--- src/hw/rtl/c_operator_maximal_munch_top_macros.svh ---
// Assertion macros for the top file, which checks its own logic.
// Each macro expects a clock named clk and an active low reset named rst_n in scope.
`ifndef C_OPERATOR_MAXIMAL_MUNCH_TOP_MACROS_SVH
`define C_OPERATOR_MAXIMAL_MUNCH_TOP_MACROS_SVH

// Same-cycle implication.
`define CMM_ASSERT_IMP(lbl, ante, cons, msg) \
  lbl: assert property (@(posedge clk) disable iff (!rst_n) (ante) |-> (cons)) \
    else $error(msg);

// Next-cycle implication.
`define CMM_ASSERT_NXT(lbl, ante, cons, msg) \
  lbl: assert property (@(posedge clk) disable iff (!rst_n) (ante) |=> (cons)) \
    else $error(msg);

`endif

--- src/hw/rtl/cmm_pkg.sv ---
package cmm_pkg;

  localparam int unsigned NumOps   = 35;
  localparam int unsigned MaxRes   = 2;
  localparam int unsigned QDepth   = 4;
  localparam int unsigned QPtrW    = $clog2(QDepth);
  localparam int unsigned QCntW    = $clog2(QDepth + 1);

  // Token kinds.
  localparam logic KIND_OP      = 1'b0;
  localparam logic KIND_SPECIAL = 1'b1;

  // Operator codes, in table order.
  localparam logic [5:0] OP_ADD      = 6'd0;
  localparam logic [5:0] OP_INC      = 6'd1;
  localparam logic [5:0] OP_SUB      = 6'd2;
  localparam logic [5:0] OP_DEC      = 6'd3;
  localparam logic [5:0] OP_DOT      = 6'd4;
  localparam logic [5:0] OP_ARROW    = 6'd5;
  localparam logic [5:0] OP_NOT      = 6'd6;
  localparam logic [5:0] OP_TILDE    = 6'd7;
  localparam logic [5:0] OP_MUL      = 6'd8;
  localparam logic [5:0] OP_DIV      = 6'd9;
  localparam logic [5:0] OP_MOD      = 6'd10;
  localparam logic [5:0] OP_SHL      = 6'd11;
  localparam logic [5:0] OP_SHR      = 6'd12;
  localparam logic [5:0] OP_GT       = 6'd13;
  localparam logic [5:0] OP_GE       = 6'd14;
  localparam logic [5:0] OP_LT       = 6'd15;
  localparam logic [5:0] OP_LE       = 6'd16;
  localparam logic [5:0] OP_EQ       = 6'd17;
  localparam logic [5:0] OP_NE       = 6'd18;
  localparam logic [5:0] OP_AND      = 6'd19;
  localparam logic [5:0] OP_XOR      = 6'd20;
  localparam logic [5:0] OP_OR       = 6'd21;
  localparam logic [5:0] OP_LAND     = 6'd22;
  localparam logic [5:0] OP_LOR      = 6'd23;
  localparam logic [5:0] OP_ADD_ASG  = 6'd24;
  localparam logic [5:0] OP_SUB_ASG  = 6'd25;
  localparam logic [5:0] OP_MUL_ASG  = 6'd26;
  localparam logic [5:0] OP_DIV_ASG  = 6'd27;
  localparam logic [5:0] OP_MOD_ASG  = 6'd28;
  localparam logic [5:0] OP_SHL_ASG  = 6'd29;
  localparam logic [5:0] OP_SHR_ASG  = 6'd30;
  localparam logic [5:0] OP_AND_ASG  = 6'd31;
  localparam logic [5:0] OP_XOR_ASG  = 6'd32;
  localparam logic [5:0] OP_OR_ASG   = 6'd33;
  localparam logic [5:0] OP_ASG      = 6'd34;

  // Character codes.
  localparam logic [7:0] CH_PLUS  = 8'h2B;
  localparam logic [7:0] CH_MINUS = 8'h2D;
  localparam logic [7:0] CH_DOT   = 8'h2E;
  localparam logic [7:0] CH_BANG  = 8'h21;
  localparam logic [7:0] CH_TILDE = 8'h7E;
  localparam logic [7:0] CH_STAR  = 8'h2A;
  localparam logic [7:0] CH_SLASH = 8'h2F;
  localparam logic [7:0] CH_PCT   = 8'h25;
  localparam logic [7:0] CH_LT    = 8'h3C;
  localparam logic [7:0] CH_GT    = 8'h3E;
  localparam logic [7:0] CH_EQ    = 8'h3D;
  localparam logic [7:0] CH_AMP   = 8'h26;
  localparam logic [7:0] CH_CARET = 8'h5E;
  localparam logic [7:0] CH_BAR   = 8'h7C;
  localparam logic [7:0] CH_SPACE = 8'h20;
  localparam logic [7:0] CH_TAB   = 8'h09;
  localparam logic [7:0] CH_LF    = 8'h0A;
  localparam logic [7:0] CH_VT    = 8'h0B;
  localparam logic [7:0] CH_FF    = 8'h0C;
  localparam logic [7:0] CH_CR    = 8'h0D;

  typedef struct packed {
    logic       kind;
    logic [5:0] code;
    logic [7:0] chr;
    logic       last;
  } cmm_res_t;

  // Results of one transition, handed to the output queue.
  typedef struct packed {
    logic [1:0] cnt;
    cmm_res_t   r0;
    cmm_res_t   r1;
  } cmm_push_t;

  typedef struct packed {
    logic       hit;
    logic [5:0] code;
  } cmm_match_t;

  // Operator that a single character starts, if any.
  function automatic cmm_match_t op_start(logic [7:0] c);
    cmm_match_t m;
    m.hit  = 1'b1;
    m.code = OP_ADD;
    case (c)
      CH_PLUS:  m.code = OP_ADD;
      CH_MINUS: m.code = OP_SUB;
      CH_DOT:   m.code = OP_DOT;
      CH_BANG:  m.code = OP_NOT;
      CH_TILDE: m.code = OP_TILDE;
      CH_STAR:  m.code = OP_MUL;
      CH_SLASH: m.code = OP_DIV;
      CH_PCT:   m.code = OP_MOD;
      CH_GT:    m.code = OP_GT;
      CH_LT:    m.code = OP_LT;
      CH_AMP:   m.code = OP_AND;
      CH_CARET: m.code = OP_XOR;
      CH_BAR:   m.code = OP_OR;
      CH_EQ:    m.code = OP_ASG;
      default:  m.hit  = 1'b0;
    endcase
    return m;
  endfunction

  // Operator formed by appending a character to a pending operator, if any.
  function automatic cmm_match_t op_extend(logic [5:0] op, logic [7:0] c);
    cmm_match_t m;
    m.hit  = 1'b0;
    m.code = op;
    case (op)
      OP_ADD: begin
        if (c == CH_PLUS) begin m.hit = 1'b1; m.code = OP_INC; end
        else if (c == CH_EQ) begin m.hit = 1'b1; m.code = OP_ADD_ASG; end
      end
      OP_SUB: begin
        if (c == CH_MINUS) begin m.hit = 1'b1; m.code = OP_DEC; end
        else if (c == CH_GT) begin m.hit = 1'b1; m.code = OP_ARROW; end
        else if (c == CH_EQ) begin m.hit = 1'b1; m.code = OP_SUB_ASG; end
      end
      OP_NOT: begin
        if (c == CH_EQ) begin m.hit = 1'b1; m.code = OP_NE; end
      end
      OP_MUL: begin
        if (c == CH_EQ) begin m.hit = 1'b1; m.code = OP_MUL_ASG; end
      end
      OP_DIV: begin
        if (c == CH_EQ) begin m.hit = 1'b1; m.code = OP_DIV_ASG; end
      end
      OP_MOD: begin
        if (c == CH_EQ) begin m.hit = 1'b1; m.code = OP_MOD_ASG; end
      end
      OP_SHL: begin
        if (c == CH_EQ) begin m.hit = 1'b1; m.code = OP_SHL_ASG; end
      end
      OP_SHR: begin
        if (c == CH_EQ) begin m.hit = 1'b1; m.code = OP_SHR_ASG; end
      end
      OP_GT: begin
        if (c == CH_GT) begin m.hit = 1'b1; m.code = OP_SHR; end
        else if (c == CH_EQ) begin m.hit = 1'b1; m.code = OP_GE; end
      end
      OP_LT: begin
        if (c == CH_LT) begin m.hit = 1'b1; m.code = OP_SHL; end
        else if (c == CH_EQ) begin m.hit = 1'b1; m.code = OP_LE; end
      end
      OP_AND: begin
        if (c == CH_AMP) begin m.hit = 1'b1; m.code = OP_LAND; end
        else if (c == CH_EQ) begin m.hit = 1'b1; m.code = OP_AND_ASG; end
      end
      OP_XOR: begin
        if (c == CH_EQ) begin m.hit = 1'b1; m.code = OP_XOR_ASG; end
      end
      OP_OR: begin
        if (c == CH_BAR) begin m.hit = 1'b1; m.code = OP_LOR; end
        else if (c == CH_EQ) begin m.hit = 1'b1; m.code = OP_OR_ASG; end
      end
      OP_ASG: begin
        if (c == CH_EQ) begin m.hit = 1'b1; m.code = OP_EQ; end
      end
      default: m.hit = 1'b0;
    endcase
    return m;
  endfunction

  function automatic logic is_white(logic [7:0] c);
    return (c == CH_SPACE) || (c == CH_TAB) || (c == CH_LF) ||
           (c == CH_VT) || (c == CH_FF) || (c == CH_CR);
  endfunction

endpackage

--- src/hw/rtl/cmm_core.sv ---
module cmm_core
  import cmm_pkg::*;
(
  input  logic      clk,
  input  logic      rst_n,
  input  logic      in_valid,
  output logic      in_ready,
  input  logic [7:0] in_ch,
  input  logic      in_flush_request,
  input  logic      q_space,
  output cmm_push_t push
);

  logic       s1_valid_r;
  logic [7:0] s1_ch_r;
  logic       s1_flush_r;
  logic       pend_valid_r, pend_valid_nxt;
  logic [5:0] pend_op_r, pend_op_nxt;
  logic       fire;
  cmm_match_t ext, start;
  cmm_res_t   op_res, sp_res;
  cmm_push_t  step;

  // The held item moves on only when the queue can take both of its results.
  assign fire     = s1_valid_r && q_space;
  assign in_ready = !s1_valid_r || fire;

  always_ff @(posedge clk) begin
    if (!rst_n) begin
      s1_valid_r   <= 1'b0;
      pend_valid_r <= 1'b0;
      pend_op_r    <= OP_ADD;
    end else begin
      if (in_ready) begin
        s1_valid_r <= in_valid;
      end
      if (fire) begin
        pend_valid_r <= pend_valid_nxt;
        pend_op_r    <= pend_op_nxt;
      end
    end
  end

  always_ff @(posedge clk) begin
    if (in_valid && in_ready) begin
      s1_ch_r    <= in_ch;
      s1_flush_r <= in_flush_request;
    end
  end

  always_comb begin
    ext   = op_extend(pend_op_r, s1_ch_r);
    start = op_start(s1_ch_r);

    op_res      = '0;
    op_res.kind = KIND_OP;
    op_res.code = pend_op_r;
    sp_res      = '0;
    sp_res.kind = KIND_SPECIAL;
    sp_res.chr  = s1_ch_r;

    step           = '0;
    pend_valid_nxt = pend_valid_r;
    pend_op_nxt    = pend_op_r;

    if (s1_flush_r) begin
      if (pend_valid_r) begin
        step.r0  = op_res;
        step.cnt = 2'd1;
      end
      pend_valid_nxt = 1'b0;
      pend_op_nxt    = OP_ADD;
    end else if (pend_valid_r && ext.hit) begin
      pend_op_nxt = ext.code;
    end else begin
      if (pend_valid_r) begin
        step.r0  = op_res;
        step.cnt = 2'd1;
      end
      pend_valid_nxt = 1'b0;
      pend_op_nxt    = OP_ADD;
      if (start.hit) begin
        pend_valid_nxt = 1'b1;
        pend_op_nxt    = start.code;
      end else if (!is_white(s1_ch_r)) begin
        if (pend_valid_r) begin
          step.r1  = sp_res;
          step.cnt = 2'd2;
        end else begin
          step.r0  = sp_res;
          step.cnt = 2'd1;
        end
      end
    end

    if (step.cnt == 2'd1) begin
      step.r0.last = 1'b1;
    end else if (step.cnt == 2'd2) begin
      step.r1.last = 1'b1;
    end

    push     = step;
    push.cnt = fire ? step.cnt : 2'd0;
  end

endmodule

--- src/hw/rtl/cmm_outq.sv ---
module cmm_outq
  import cmm_pkg::*;
(
  input  logic             clk,
  input  logic             rst_n,
  input  cmm_push_t        push,
  output logic             q_space,
  output logic [QCntW-1:0] q_level,
  output logic             out_valid,
  input  logic             out_ready,
  output cmm_res_t         out_res
);

  cmm_res_t           mem_r [QDepth];
  logic [QPtrW-1:0]   wp_r, rp_r;
  logic [QCntW-1:0]   cnt_r, cnt_nxt;
  logic               pop;

  assign out_valid = (cnt_r != '0);
  assign out_res   = mem_r[rp_r];
  assign pop       = out_valid && out_ready;
  assign q_space   = (cnt_r <= QCntW'(QDepth - MaxRes));
  assign q_level   = cnt_r;
  assign cnt_nxt   = cnt_r + QCntW'(push.cnt) - QCntW'(pop);

  always_ff @(posedge clk) begin
    if (!rst_n) begin
      wp_r  <= '0;
      rp_r  <= '0;
      cnt_r <= '0;
    end else begin
      wp_r  <= wp_r + QPtrW'(push.cnt);
      rp_r  <= rp_r + QPtrW'(pop);
      cnt_r <= cnt_nxt;
    end
  end

  always_ff @(posedge clk) begin
    if (push.cnt != 2'd0) begin
      mem_r[wp_r] <= push.r0;
    end
    if (push.cnt == 2'd2) begin
      mem_r[wp_r + QPtrW'(1)] <= push.r1;
    end
  end

endmodule

--- src/hw/rtl/c_operator_maximal_munch_top.sv ---
// Path: an item is held in the input stage register, and its results are then written to
// the result queue, from which they are presented.
// Throughput: one item per cycle while the queue has space; an item with two results takes an output transfer for each.
// The four-entry result queue sets the rate: an item moves on only if two entries are free.
// Reset (rst_n low at a clock edge, synchronous) clears the pending operator and the queue.
module c_operator_maximal_munch_top
  import cmm_pkg::*;
(
  input  logic       clk,
  input  logic       rst_n,
  input  logic       in_valid,
  output logic       in_ready,
  input  logic [7:0] in_ch,
  input  logic       in_flush_request,
  output logic       out_valid,
  input  logic       out_ready,
  output logic       out_token_kind,
  output logic [5:0] out_op_code,
  output logic [7:0] out_char_out,
  output logic       out_last
);

`include "c_operator_maximal_munch_top_macros.svh"

  // The core holds one input stage register and the pending operator. Each
  // cycle in which the held character can move on, a small table lookup
  // either grows the pending operator or emits it and then classifies the
  // character as an operator start, whitespace, or a special character; a flush emits it and drops the character.
  cmm_push_t        push;
  logic             q_space;
  logic [QCntW-1:0] q_level;
  cmm_res_t         out_res;

  cmm_core u_core (
    .clk              (clk),
    .rst_n            (rst_n),
    .in_valid         (in_valid),
    .in_ready         (in_ready),
    .in_ch            (in_ch),
    .in_flush_request (in_flush_request),
    .q_space          (q_space),
    .push             (push)
  );

  // The result queue decouples the two sides, so a stalled output does not
  // stop input transfers until the queue is close to full.
  cmm_outq u_outq (
    .clk       (clk),
    .rst_n     (rst_n),
    .push      (push),
    .q_space   (q_space),
    .q_level   (q_level),
    .out_valid (out_valid),
    .out_ready (out_ready),
    .out_res   (out_res)
  );

  assign out_token_kind = out_res.kind;
  assign out_op_code    = out_res.code;
  assign out_char_out   = out_res.chr;
  assign out_last       = out_res.last;

  // A pair of results is the pending operator followed by a special character.
  `CMM_ASSERT_IMP(a_pair_order, push.cnt == 2'd2, push.r0.kind == KIND_OP && !push.r0.last && push.r1.kind == KIND_SPECIAL && push.r1.last, "bad result pair")
  // The queue never overflows.
  `CMM_ASSERT_IMP(a_q_bound, 1'b1, q_level <= QCntW'(QDepth), "result queue overflow")
  // Unused payload fields of a result are zero.
  `CMM_ASSERT_IMP(a_unused_zero, out_valid, (out_token_kind == KIND_OP) ? (out_char_out == 8'd0) : (out_op_code == 6'd0), "unused field not zero")
  // Results are pushed only when space was reported.
  `CMM_ASSERT_IMP(a_push_space, push.cnt != 2'd0, q_space, "push without space")

endmodule

--- config.mk ---
export PLATFORM = sky130hd
export DESIGN_NAME = c_operator_maximal_munch_top
export DESIGN_NICKNAME = d
export VERILOG_FILES = /design/src/hw/rtl/cmm_pkg.sv /design/src/hw/rtl/cmm_core.sv /design/src/hw/rtl/cmm_outq.sv /design/src/hw/rtl/c_operator_maximal_munch_top.sv
export VERILOG_INCLUDE_DIRS = /design/src /design/src/hw/rtl
export SDC_FILE = /design/constraint.sdc
export NUM_CORES = 1
export LEC_CHECK = 0
export BUFFER_PORTS_ARGS = -buffer_cell sky130_fd_sc_hd__buf_2
export CAP_MARGIN = 0
export CORE_MARGIN = 4
export CORE_UTILIZATION = 40
export DETAILED_ROUTE_END_ITERATION = 7
export PLACE_DENSITY = 0.6
export SKIP_LAST_GASP = 1
export SYNTH_ARGS = -nofsm -noshare
export SYNTH_HDL_FRONTEND = slang
export SYNTH_SLANG_ARGS = --single-unit
--- constraint.sdc ---
create_clock -name clk -period 3.6 [get_ports clk]
set_clock_uncertainty 0.05 [all_clocks]
set_input_delay 0.9 -clock clk [delete_from_list [all_inputs] [get_ports clk]]
set_output_delay 0.9 -clock clk [all_outputs]
set_load 0.02 [all_outputs]
== Word-level counts from Yosys, hierarchy flattened ==
Memories as Yosys holds them, arrays and structs flattened. A register that Yosys moved wholly into a read port is not among the register bits.
Index checks and enable logic that the tools add are counted.
Storage, ports and cells
  bits of input ports: 13
  output and inout port bits: 18
  logic and storage cells: 133
  latch bits: 0
  bits in read-only memories: 0
  flip-flop bits (word level): 24
  memories: 1
  memory bits (writable): 64
Memory list
  u_outq.mem_r: depth 4, width 16, read ports 1, clocked after Yosys merged registers in 1, wr ports 2, RTL line cmm_outq.sv:14  | cmm_res_t mem_r [QDepth];
Cells by class
  equality and inequality tests: 52
  bitwise logic cells: 0
  reduce and logical (&&, ||, !) cells: 17
  multiply operators: 0
  muxes and demuxes: 49
  divide/modulo/power cells: 0
  shifts and indexed selects: 0
  add/sub/neg operators: 5
  $lt $le $gt $ge: 1
Operators by type and width (count)
  7-bit two-way mux: 21
  34-bit two-way mux: 3
  8-bit by 6-bit equality test with 1-bit output (second input constant): 12
  6-bit one-hot mux with 14 select lines: 1
  6-bit one-hot mux with 13 select lines: 1
  16-bit two-way mux: 3
  6-bit by 4-bit equality test with 1-bit output (second input constant): 7
  8-bit by 4-bit equality test with 1-bit output (second input constant): 5
  4-bit by 2-bit != test with 1-bit output (second input constant): 8
  5-bit by 2-bit != test with 1-bit output (second input constant): 5
  8-bit by 7-bit equality test with 1-bit output (second input constant): 3
  6-bit by 5-bit equality test with 1-bit output (second input constant): 3
  18-bit two-way mux: 1
  6-bit two-way mux: 3
  17-bit two-way mux: 1
  16-bit by 15-bit != test with 1-bit output (second input constant): 1
  16-bit AND reduction: 1
  1-bit one-hot mux with 14 select lines: 1
  14-bit OR reduction: 1
  1-bit two-way mux: 11
  6-bit by 2-bit equality test with 1-bit output (second input constant): 1
  6-bit by 3-bit equality test with 1-bit output (second input constant): 1
  6-bit equality test (second input constant): 1
  6-bit logical NOT: 1
  17 further kinds: 28

== Logic depth before layout (Yosys ltp) ==
Gate-level depths: netlist of run 1.
  depth in word-level cells: 14
  depth in mapped cells: 15
  depth with buffers taken out: 13

== Hierarchy ==
A second synthesis of run 1 with hierarchy kept.
Unflattened totals
  cell total of the unflattened synthesis: 477
  area, all modules: 5731.7 um2
Modules (own cells, without submodules)
  cmm_outq: area an instance 3637.2 um2, times used 1, seq. area each 2062.0 um2, cells each 201
  cmm_core: area an instance 2094.5 um2, times used 1, seq. area each 430.4 um2, cells each 276

== Worst setup path after synthesis of run 1 ==
No wires, ideal clock.
  kind: flip-flop to flip-flop
  start point: register u_core.s1_ch_r[4]
  end point: memory u_outq.mem_r[3][0] (netlist name), enable pin
  arrival time: 2782 ps
  data required time: 3172 ps
  buffers on the path: 2
  clock period less this slack: 3210 ps
  cell stages (with the launch flop): 10
  path slack: 390 ps
  setup time: 378 ps
  cell sequence: edfxtp_1 -> buf_6 -> or4b_1 -> buf_2 -> or3_4 -> nor4b_4 -> a311oi_2 -> a211o_4 -> nand4_4 -> o21ai_1
RTL lines
  start: declaration: RTL line cmm_core.sv:15  | logic [7:0] s1_ch_r;
  start signal: assignment: RTL line cmm_core.sv:46  | s1_ch_r <= in_ch;
  end: declaration: RTL line cmm_outq.sv:14

== Final worst setup path of run 1 ==
  start point: register u_core.s1_ch_r[5]
  end point: register u_outq.cnt_r[1], in the netlist u_outq.q_level[1]
On the way
  word-level cells in the longest chain between the ends: 13
  elaborated cells on any way between the ends: 57
  classes of those cells: add/sub: 2; eq/ne: 20; mux: 28; reduce/logical: 7
Ends and longest elaborated chain
  branches (longest 8 deep; another with 1-bit one-hot mux with 14 select lines)
  34-bit two-way mux (*): RTL line cmm_core.sv:73  | end else if (pend_valid_r && ext.hit) begin
  18-bit two-way mux (*): RTL line cmm_core.sv:66  | if (s1_flush_r) begin
  2-bit two-way mux (*): RTL line cmm_core.sv:103  | push.cnt = fire ? step.cnt : 2'd0;
  3-bit by 2-bit adder with 3-bit output (*): RTL line cmm_outq.sv:24  | assign cnt_nxt = cnt_r + QCntW'(push.cnt) - QCntW'(pop);
  3-bit by 1-bit subtractor with 3-bit output (*): RTL line cmm_outq.sv:24
  via u_outq.cnt_nxt[1]: RTL line cmm_outq.sv:16  | logic [QCntW-1:0] cnt_r, cnt_nxt;
  end signal: assignment: RTL line cmm_outq.sv:34  | cnt_r <= cnt_nxt;
  end: declaration: RTL line cmm_outq.sv:16
Mark *: on every way through the listed nets, which the timed path passes. The select of a mux whose other input is x is not followed.
A chain may end at the register's enable or synchronous reset.

==> impl_metrics.json, run 1 <==
{
  "status": "finished clean",
  "ant_nets": 0,
  "grt_use_total_pct": 19.5,
  "via_count": 4311,
  "cp_data_required_time_ns": 3.78,
  "endpoint_kind": "register",
  "cts_sinks": 88,
  "dieArea_mm2": 0.0152,
  "cts_tree": "built",
  "die_w_um": 123,
  "grt_pass1_wl_mm": 23.0,
  "postCtsSetupRepairBufs": 0,
  "overflow": 0,
  "drc": 0,
  "synth_cells": 524,
  "setup_violations": 0,
  "synth-seq-area-share_pct": 42.5,
  "cp-start-kind": "register",
  "irDropWorstVdd_mv": 0.272,
  "hold_class": "reg2reg",
  "rsz0062_at_grt": "no",
  "drive_gt1_share_pct": 19.9,
  "drv_slew": 0,
  "routed_wirelength_mm": 14.1,
  "start_util_pct": 41.5,
  "grt_pass1_vias": 4389,
  "antenna_found_initial": 0,
  "fmax_mhz": 300,
  "place_congestion": 0.935,
  "cp_max_fo": 12,
  "crit_arrival_ns": 3.51,
  "drt-initial-drc-count": 324,
  "num_rows": 41,
  "critPathBufInv": 0,
  "clk_latency_ns": 0.35,
  "wl_per_cell_um": 19.1,
  "syn_nets": 545,
  "syn2layout_area_growth_pct": 13.9,
  "cts_made_buffers": 9,
  "fin_crit_sh_pct": 92.6,
  "drtPass1Iterations": 4,
  "fin_setup_tns_ns": 0,
  "synthesis.area_mm2": 0.00530,
  "dp_hpwl_mm": 10.2,
  "ios": 31,
  "fin_util_pct": 47.3,
  "ys_ff_latch": 88,
  "ys_dominant_reg_cell": "edfxtp_1",
  "place.port_buffers": 30,
  "hold_violations": 0,
  "antennaDiodeCount": 0,
  "grt_max_degree": 19,
  "path_cells": "or4b_1, or3_4, nor4b_4, a311oi_2, a21oi_1, nor2b_1, ha_1, fa_1, and2_1",
  "vias_per_cell": 5.83,
  "cts_max_level": 3,
  "ctsHoldBuffers": 0,
  "ys_types": 79,
  "drv_cap": 0,
  "fin_nets": 583,
  "tightestPinTransition_ns": 0.793,
  "postCtsResizedCells": 0,
  "final_common_cell": "edfxtp_1",
  "p_leak_uw": 0.00217,
  "path_class": "reg2reg",
  "cts-root-buf": "clkbuf_16",
  "synth_edf_count": 49,
  "path_delay_family": "simple AND/OR/NAND/NOR gates",
  "whs_ns": 0.429,
  "clk_path_buf_depth": 2,
  "yosysWarnings": 0,
  "die_h_um": 123,
  "core_mm2": 0.0128,
  "path_clk_slew_ns": 0.06,
  "layout_common_cells": "edfxtp_1, nand2_1, dfxtp_1, o21ai_0, nor2_1",
  "slowest_stage": "or4b_1",
  "syn_avg_cell_area_um2": 10.1,
  "powerDensity_mw_per_mm2": 465,
  "min_period_ns": 3.33,
  "relSlewSlack_pct": 47.1,
  "max_stage_delay_ns": 0.65,
  "ys_async_sr_fraction_pct": 0
}
[worst paths after layout]
path                                     startpoint             endpoint  slack, ns  cells past startpoint
worst max-delay path              u_core.s1_ch_r[5]    u_outq.q_level[1]       0.27                      9
worst min-delay path            u_outq.mem_r[0][10]  u_outq.mem_r[0][10]       0.43                      2
worst max register to register    u_core.s1_ch_r[5]    u_outq.q_level[1]       0.27                      9
worst min register to register  u_outq.mem_r[0][10]  u_outq.mem_r[0][10]       0.43                      2
[where the power goes]
part / internal, uW / switching (uW)
Clock: 508 / 386
Sequential: 1110 / 68.8
Combinational: 317 / 422
[stage by stage]
stage          cells  setup slack, ns  power (uW)  cell area [um2]
2_1_floorplan    524            0.390        1710             5300
3_3_place_gp     723            0.351        1930             5760
4_1_cts          739            0.282        2830             6040
5_1_grt          739          0.00123        2940             6040
6_report         739            0.267        2810             6040
3_5_place_dp     723            0.287        1940             5760
[metal layers]
layer / vias to the layer above / track usage, % / part of all wire (%)
met2: 133 / 32.2 / 48
met1: 2100 / 25.0 / 44
met5: - / 0 / 0
met3: 30 / 3.75 / 5.2
li1: 2048 / - / -
met4: 0 / 8.44 / 2.4
[worst register-to-register path, stage by stage (launching register included)]
cell and delay (ns):
edfxtp_1 0.56, or4b_1 0.65, or3_4 0.45, nor4b_4 0.16
a311oi_2 0.32, a21oi_1 0.07, nor2b_1 0.20, ha_1 0.20
fa_1 0.40, and2_1 0.16
[sequential cells by signal, summed over array words and instances (netlist names), 2 cells and up]
signal            count
u_core.pend_op_r      6
u_core.s1_ch_r        8
u_outq.mem_r         64
u_outq.q_level        3
u_outq.rp_r           2
u_outq.wp_r           2
[cells by family (layout without fill, tap and decap cells)]
family,Yosys count,in the layout,share of synthesized area [%]
compound gates,118,118,15.1
xor+xnor,6,6,0.991
fa+ha+maj,8,8,2.03
buf+inv,47,90,3.66
flops,88,88,42.5
mux,43,43,11.9
simple gates,214,214,23.8
[cell usage after synthesis, types with 3 or more instances]
library cell | count | area share, %
nor3b_1 | 4 | 0.57
o211a_1 | 3 | 0.57
or3_1 | 3 | 0.35
inv_1 | 12 | 0.85
nand3_1 | 11 | 1.0
nor3_1 | 17 | 1.6
or2_2 | 3 | 0.35
nor2_1 | 37 | 2.6
clkbuf_1 | 28 | 2.0
nand4b_1 | 3 | 0.50
o21ai_0 | 37 | 3.5
a2111oi_0 | 3 | 0.50
a21oi_1 | 14 | 1.3
dfxtp_1 | 39 | 15
and3_1 | 3 | 0.35
o31ai_1 | 7 | 0.99
a211oi_1 | 4 | 0.57
and2_1 | 14 | 1.7
o21ai_1 | 8 | 0.76
nor4_1 | 4 | 0.47
nand2_1 | 45 | 3.2
nand3b_1 | 7 | 0.99
mux4_2 | 16 | 6.8
nor2b_1 | 18 | 2.1
edfxtp_1 | 49 | 28
o22ai_1 | 5 | 0.59
xnor2_1 | 4 | 0.66
ha_1 | 7 | 1.7
a21boi_0 | 5 | 0.71
o2111ai_1 | 3 | 0.50
mux2i_1 | 27 | 5.1
nand2b_1 | 16 | 1.9
nand3_4 | 3 | 0.99
a22oi_1 | 3 | 0.42
[cell type report]
cell class / count / area, um2
inverter: 13 / 48.8
clock buffer: 11 / 254
multi-input combinational: 389 / 2860
timing repair buffer: 61 / 383
clock inverter: 5 / 31.3
sequential: 88 / 2250
fill: 1183 / 6730
tap: 172 / 215
No activity file was read; power rests on OpenSTA's default activity.
==> run 2: changes to the inputs <==
- RECOVER_POWER: default -> 25
==> run 2 against run 1 <==
Via count down 0.70%. Hold slack about the same. Sequential cell count is the same. Utilization shrank 0.24 points. Critical path depth unchanged. Non-clock buffer count did not move. Global-route usage unchanged. Sequential share of layout area up 0.19 points. Die area is the same. Design area is 0.50% lower. Total power fell by 0.68%. Critical endpoint unchanged. Largest power group unchanged. Highest routed layer unchanged.
==> impl_metrics.json, run 2 (synthesized netlist as in run 1, its figures left out) <==
{
  "grt_pass1_vias": 4389,
  "ant_nets": 0,
  "fin_nets": 583,
  "clockPowerShare_pct": 31.9,
  "place.port_buffers": 30,
  "cp_max_fo": 12,
  "dieArea_mm2": 0.0152,
  "hold_depth": 2,
  "max_stage_delay_ns": 0.65,
  "grt_pass1_wl_mm": 23.0,
  "postCtsSetupRepairBufs": 0,
  "antenna_found_initial": 0,
  "cts_tree": "built",
  "via_count": 4281,
  "fin_crit_sh_pct": 92.4,
  "seq_power_share_pct": 42.2,
  "rrSetupSlack_ns": 0.27,
  "grt_max_degree": 19,
  "clk_latency_ns": 0.35,
  "antennaDiodeCount": 0,
  "die_h_um": 123,
  "dp_hpwl_mm": 10.2,
  "p_switching_uw": 873,
  "cts_max_level": 3,
  "p_total_uw": 2790,
  "grt_use_total_pct": 19.5,
  "p_leak_uw": 0.00212,
  "status": "finished clean",
  "cts-root-buf": "clkbuf_16",
  "drive_gt1_share_pct": 17.1,
  "layout_common_cells": "edfxtp_1, nand2_1, dfxtp_1, o21ai_0, nor2_1",
  "fmax_mhz": 300,
  "path_clk_slew_ns": 0.06,
  "place_congestion": 0.935,
  "worst_r2r_endpoint": "u_outq.q_level[1]",
  "syn2layout_area_growth_pct": 13.4,
  "fin_setup_tns_ns": 0,
  "hold_class": "reg2reg",
  "largest_reg_flops": 64,
  "cp-start-kind": "register",
  "path_class": "reg2reg",
  "setup_violations": 0,
  "overflow": 0,
  "largest_register": "u_outq.mem_r",
  "endpoint_kind": "register",
  "worstHoldStart": "u_outq.mem_r[0][10]",
  "cts_sinks": 88,
  "powerDensity_mw_per_mm2": 464,
  "crit_arrival_ns": 3.51,
  "die_w_um": 123,
  "hold_violations": 0,
  "irDropWorstVdd_mv": 0.270,
  "regToRegStartpoint": "u_core.s1_ch_r[5]",
  "postCtsResizedCells": 0,
  "drtPass1Iterations": 5,
  "rsz0062_at_grt": "no",
  "tightestPinTransition_ns": 0.794,
  "core_mm2": 0.0128,
  "drv_slew": 0,
  "final_common_cell": "edfxtp_1",
  "start_util_pct": 41.5,
  "cts_made_buffers": 9,
  "ctsHoldBuffers": 0,
  "slowest_stage": "or4b_1",
  "ios": 31,
  "vias_per_cell": 5.79,
  "routed_wirelength_mm": 14.1,
  "drv_cap": 0,
  "switching_share_pct": 31.3,
  "wl_per_cell_um": 19.1,
  "drt-initial-drc-count": 342,
  "path_cells": "or4b_1, or3_4, nor4b_4, a311oi_2, a21oi_1, nor2b_1, ha_1, fa_1, and2_1",
  "cp_data_required_time_ns": 3.78,
  "hold_end": "u_outq.mem_r[0][10]",
  "biggestRegsByFlops": "u_outq.mem_r x64, u_core.s1_ch_r x8, u_core.pend_op_r x6",
  "combPwrFrac_pct": 25.9,
  "internal_power_uw": 1920,
  "clk_path_buf_depth": 2,
  "relSlewSlack_pct": 47.0,
  "num_rows": 41,
  "ff2ff_path_depth": 9,
  "drc": 0,
  "min_period_ns": 3.33
}
## run 2: cell types whose count changed in the layout (fill, tap and decap cells not counted), sizes merged
cell    change
buf        -16
clkbuf     +16
## run 2: layout make-up
| type | instances | area (um2) |
|---|---|---|
| inverter | 13 | 48.8 |
| fill | 1193 | 6760 |
| clock buffer | 11 | 254 |
| tap | 172 | 215 |
| clock inverter | 5 | 31.3 |
| multi-input combinational | 389 | 2860 |
| sequential | 88 | 2250 |
| timing repair buffer | 61 | 353 |
## run 2: worst max path at each step
stage	from	endpoint	slack, ns	cells past startpoint
4_1_cts	u_core.s1_ch_r[2]	u_outq.q_level[2]	0.28	13
2_1_floorplan	u_core.s1_ch_r[4]	u_outq.mem_r[3][0]	0.39	9
6_report	u_core.s1_ch_r[5]	u_outq.q_level[1]	0.27	9
3_5_place_dp	u_core.s1_ch_r[2]	u_outq.q_level[2]	0.29	13
3_3_place_gp	u_core.s1_ch_r[6]	u_outq.q_level[2]	0.35	11
5_1_grt	u_core.s1_ch_r[2]	u_outq.q_level[2]	0.001	13
## run 2: per-layer routing
| metal | global-route usage (%) | part of all wire [%] | vias up |
|---|---|---|---|
| li1 | - | - | 2048 |
| met3 | 3.75 | 4.3 | 25 |
| met1 | 25.0 | 45 | 2104 |
| met2 | 32.2 | 49 | 104 |
| met4 | 8.44 | 2.2 | 0 |
| met5 | 0 | 0 | - |
## run 2: power groups by stage
stage               combinational (uW)  clock, uW  sequential, uW
floorplan                          564          0            1150
global placement                   738          0            1200
detailed placement                 737          0            1200
CTS                                740        910            1180
global route                       790        947            1190
finish                             722        891            1180
## run 2: metrics by stage
step / instance area [um2] / setup WS [ns] / util (%) / cells / hold WS, ns
2_1_floorplan: 5300 / 0.390 / - / 524 / 0.403
3_3_place_gp: 5760 / 0.351 / 45.1 / 723 / 0.410
3_5_place_dp: 5760 / 0.287 / 45.1 / 723 / 0.424
4_1_cts: 6040 / 0.282 / 47.3 / 739 / 0.436
5_1_grt: 6010 / 0.00123 / 47.1 / 739 / 0.456
6_report: 6010 / 0.272 / 47.1 / 739 / 0.429
## run 2: worst max-delay path, delay by kind of cell, from the launching register on
kind | cells | cell delay [ns]
compound gates | 2 | 0.39
fa+ha+maj | 2 | 0.60
flops | 1 | 0.56
simple gates | 5 | 1.62
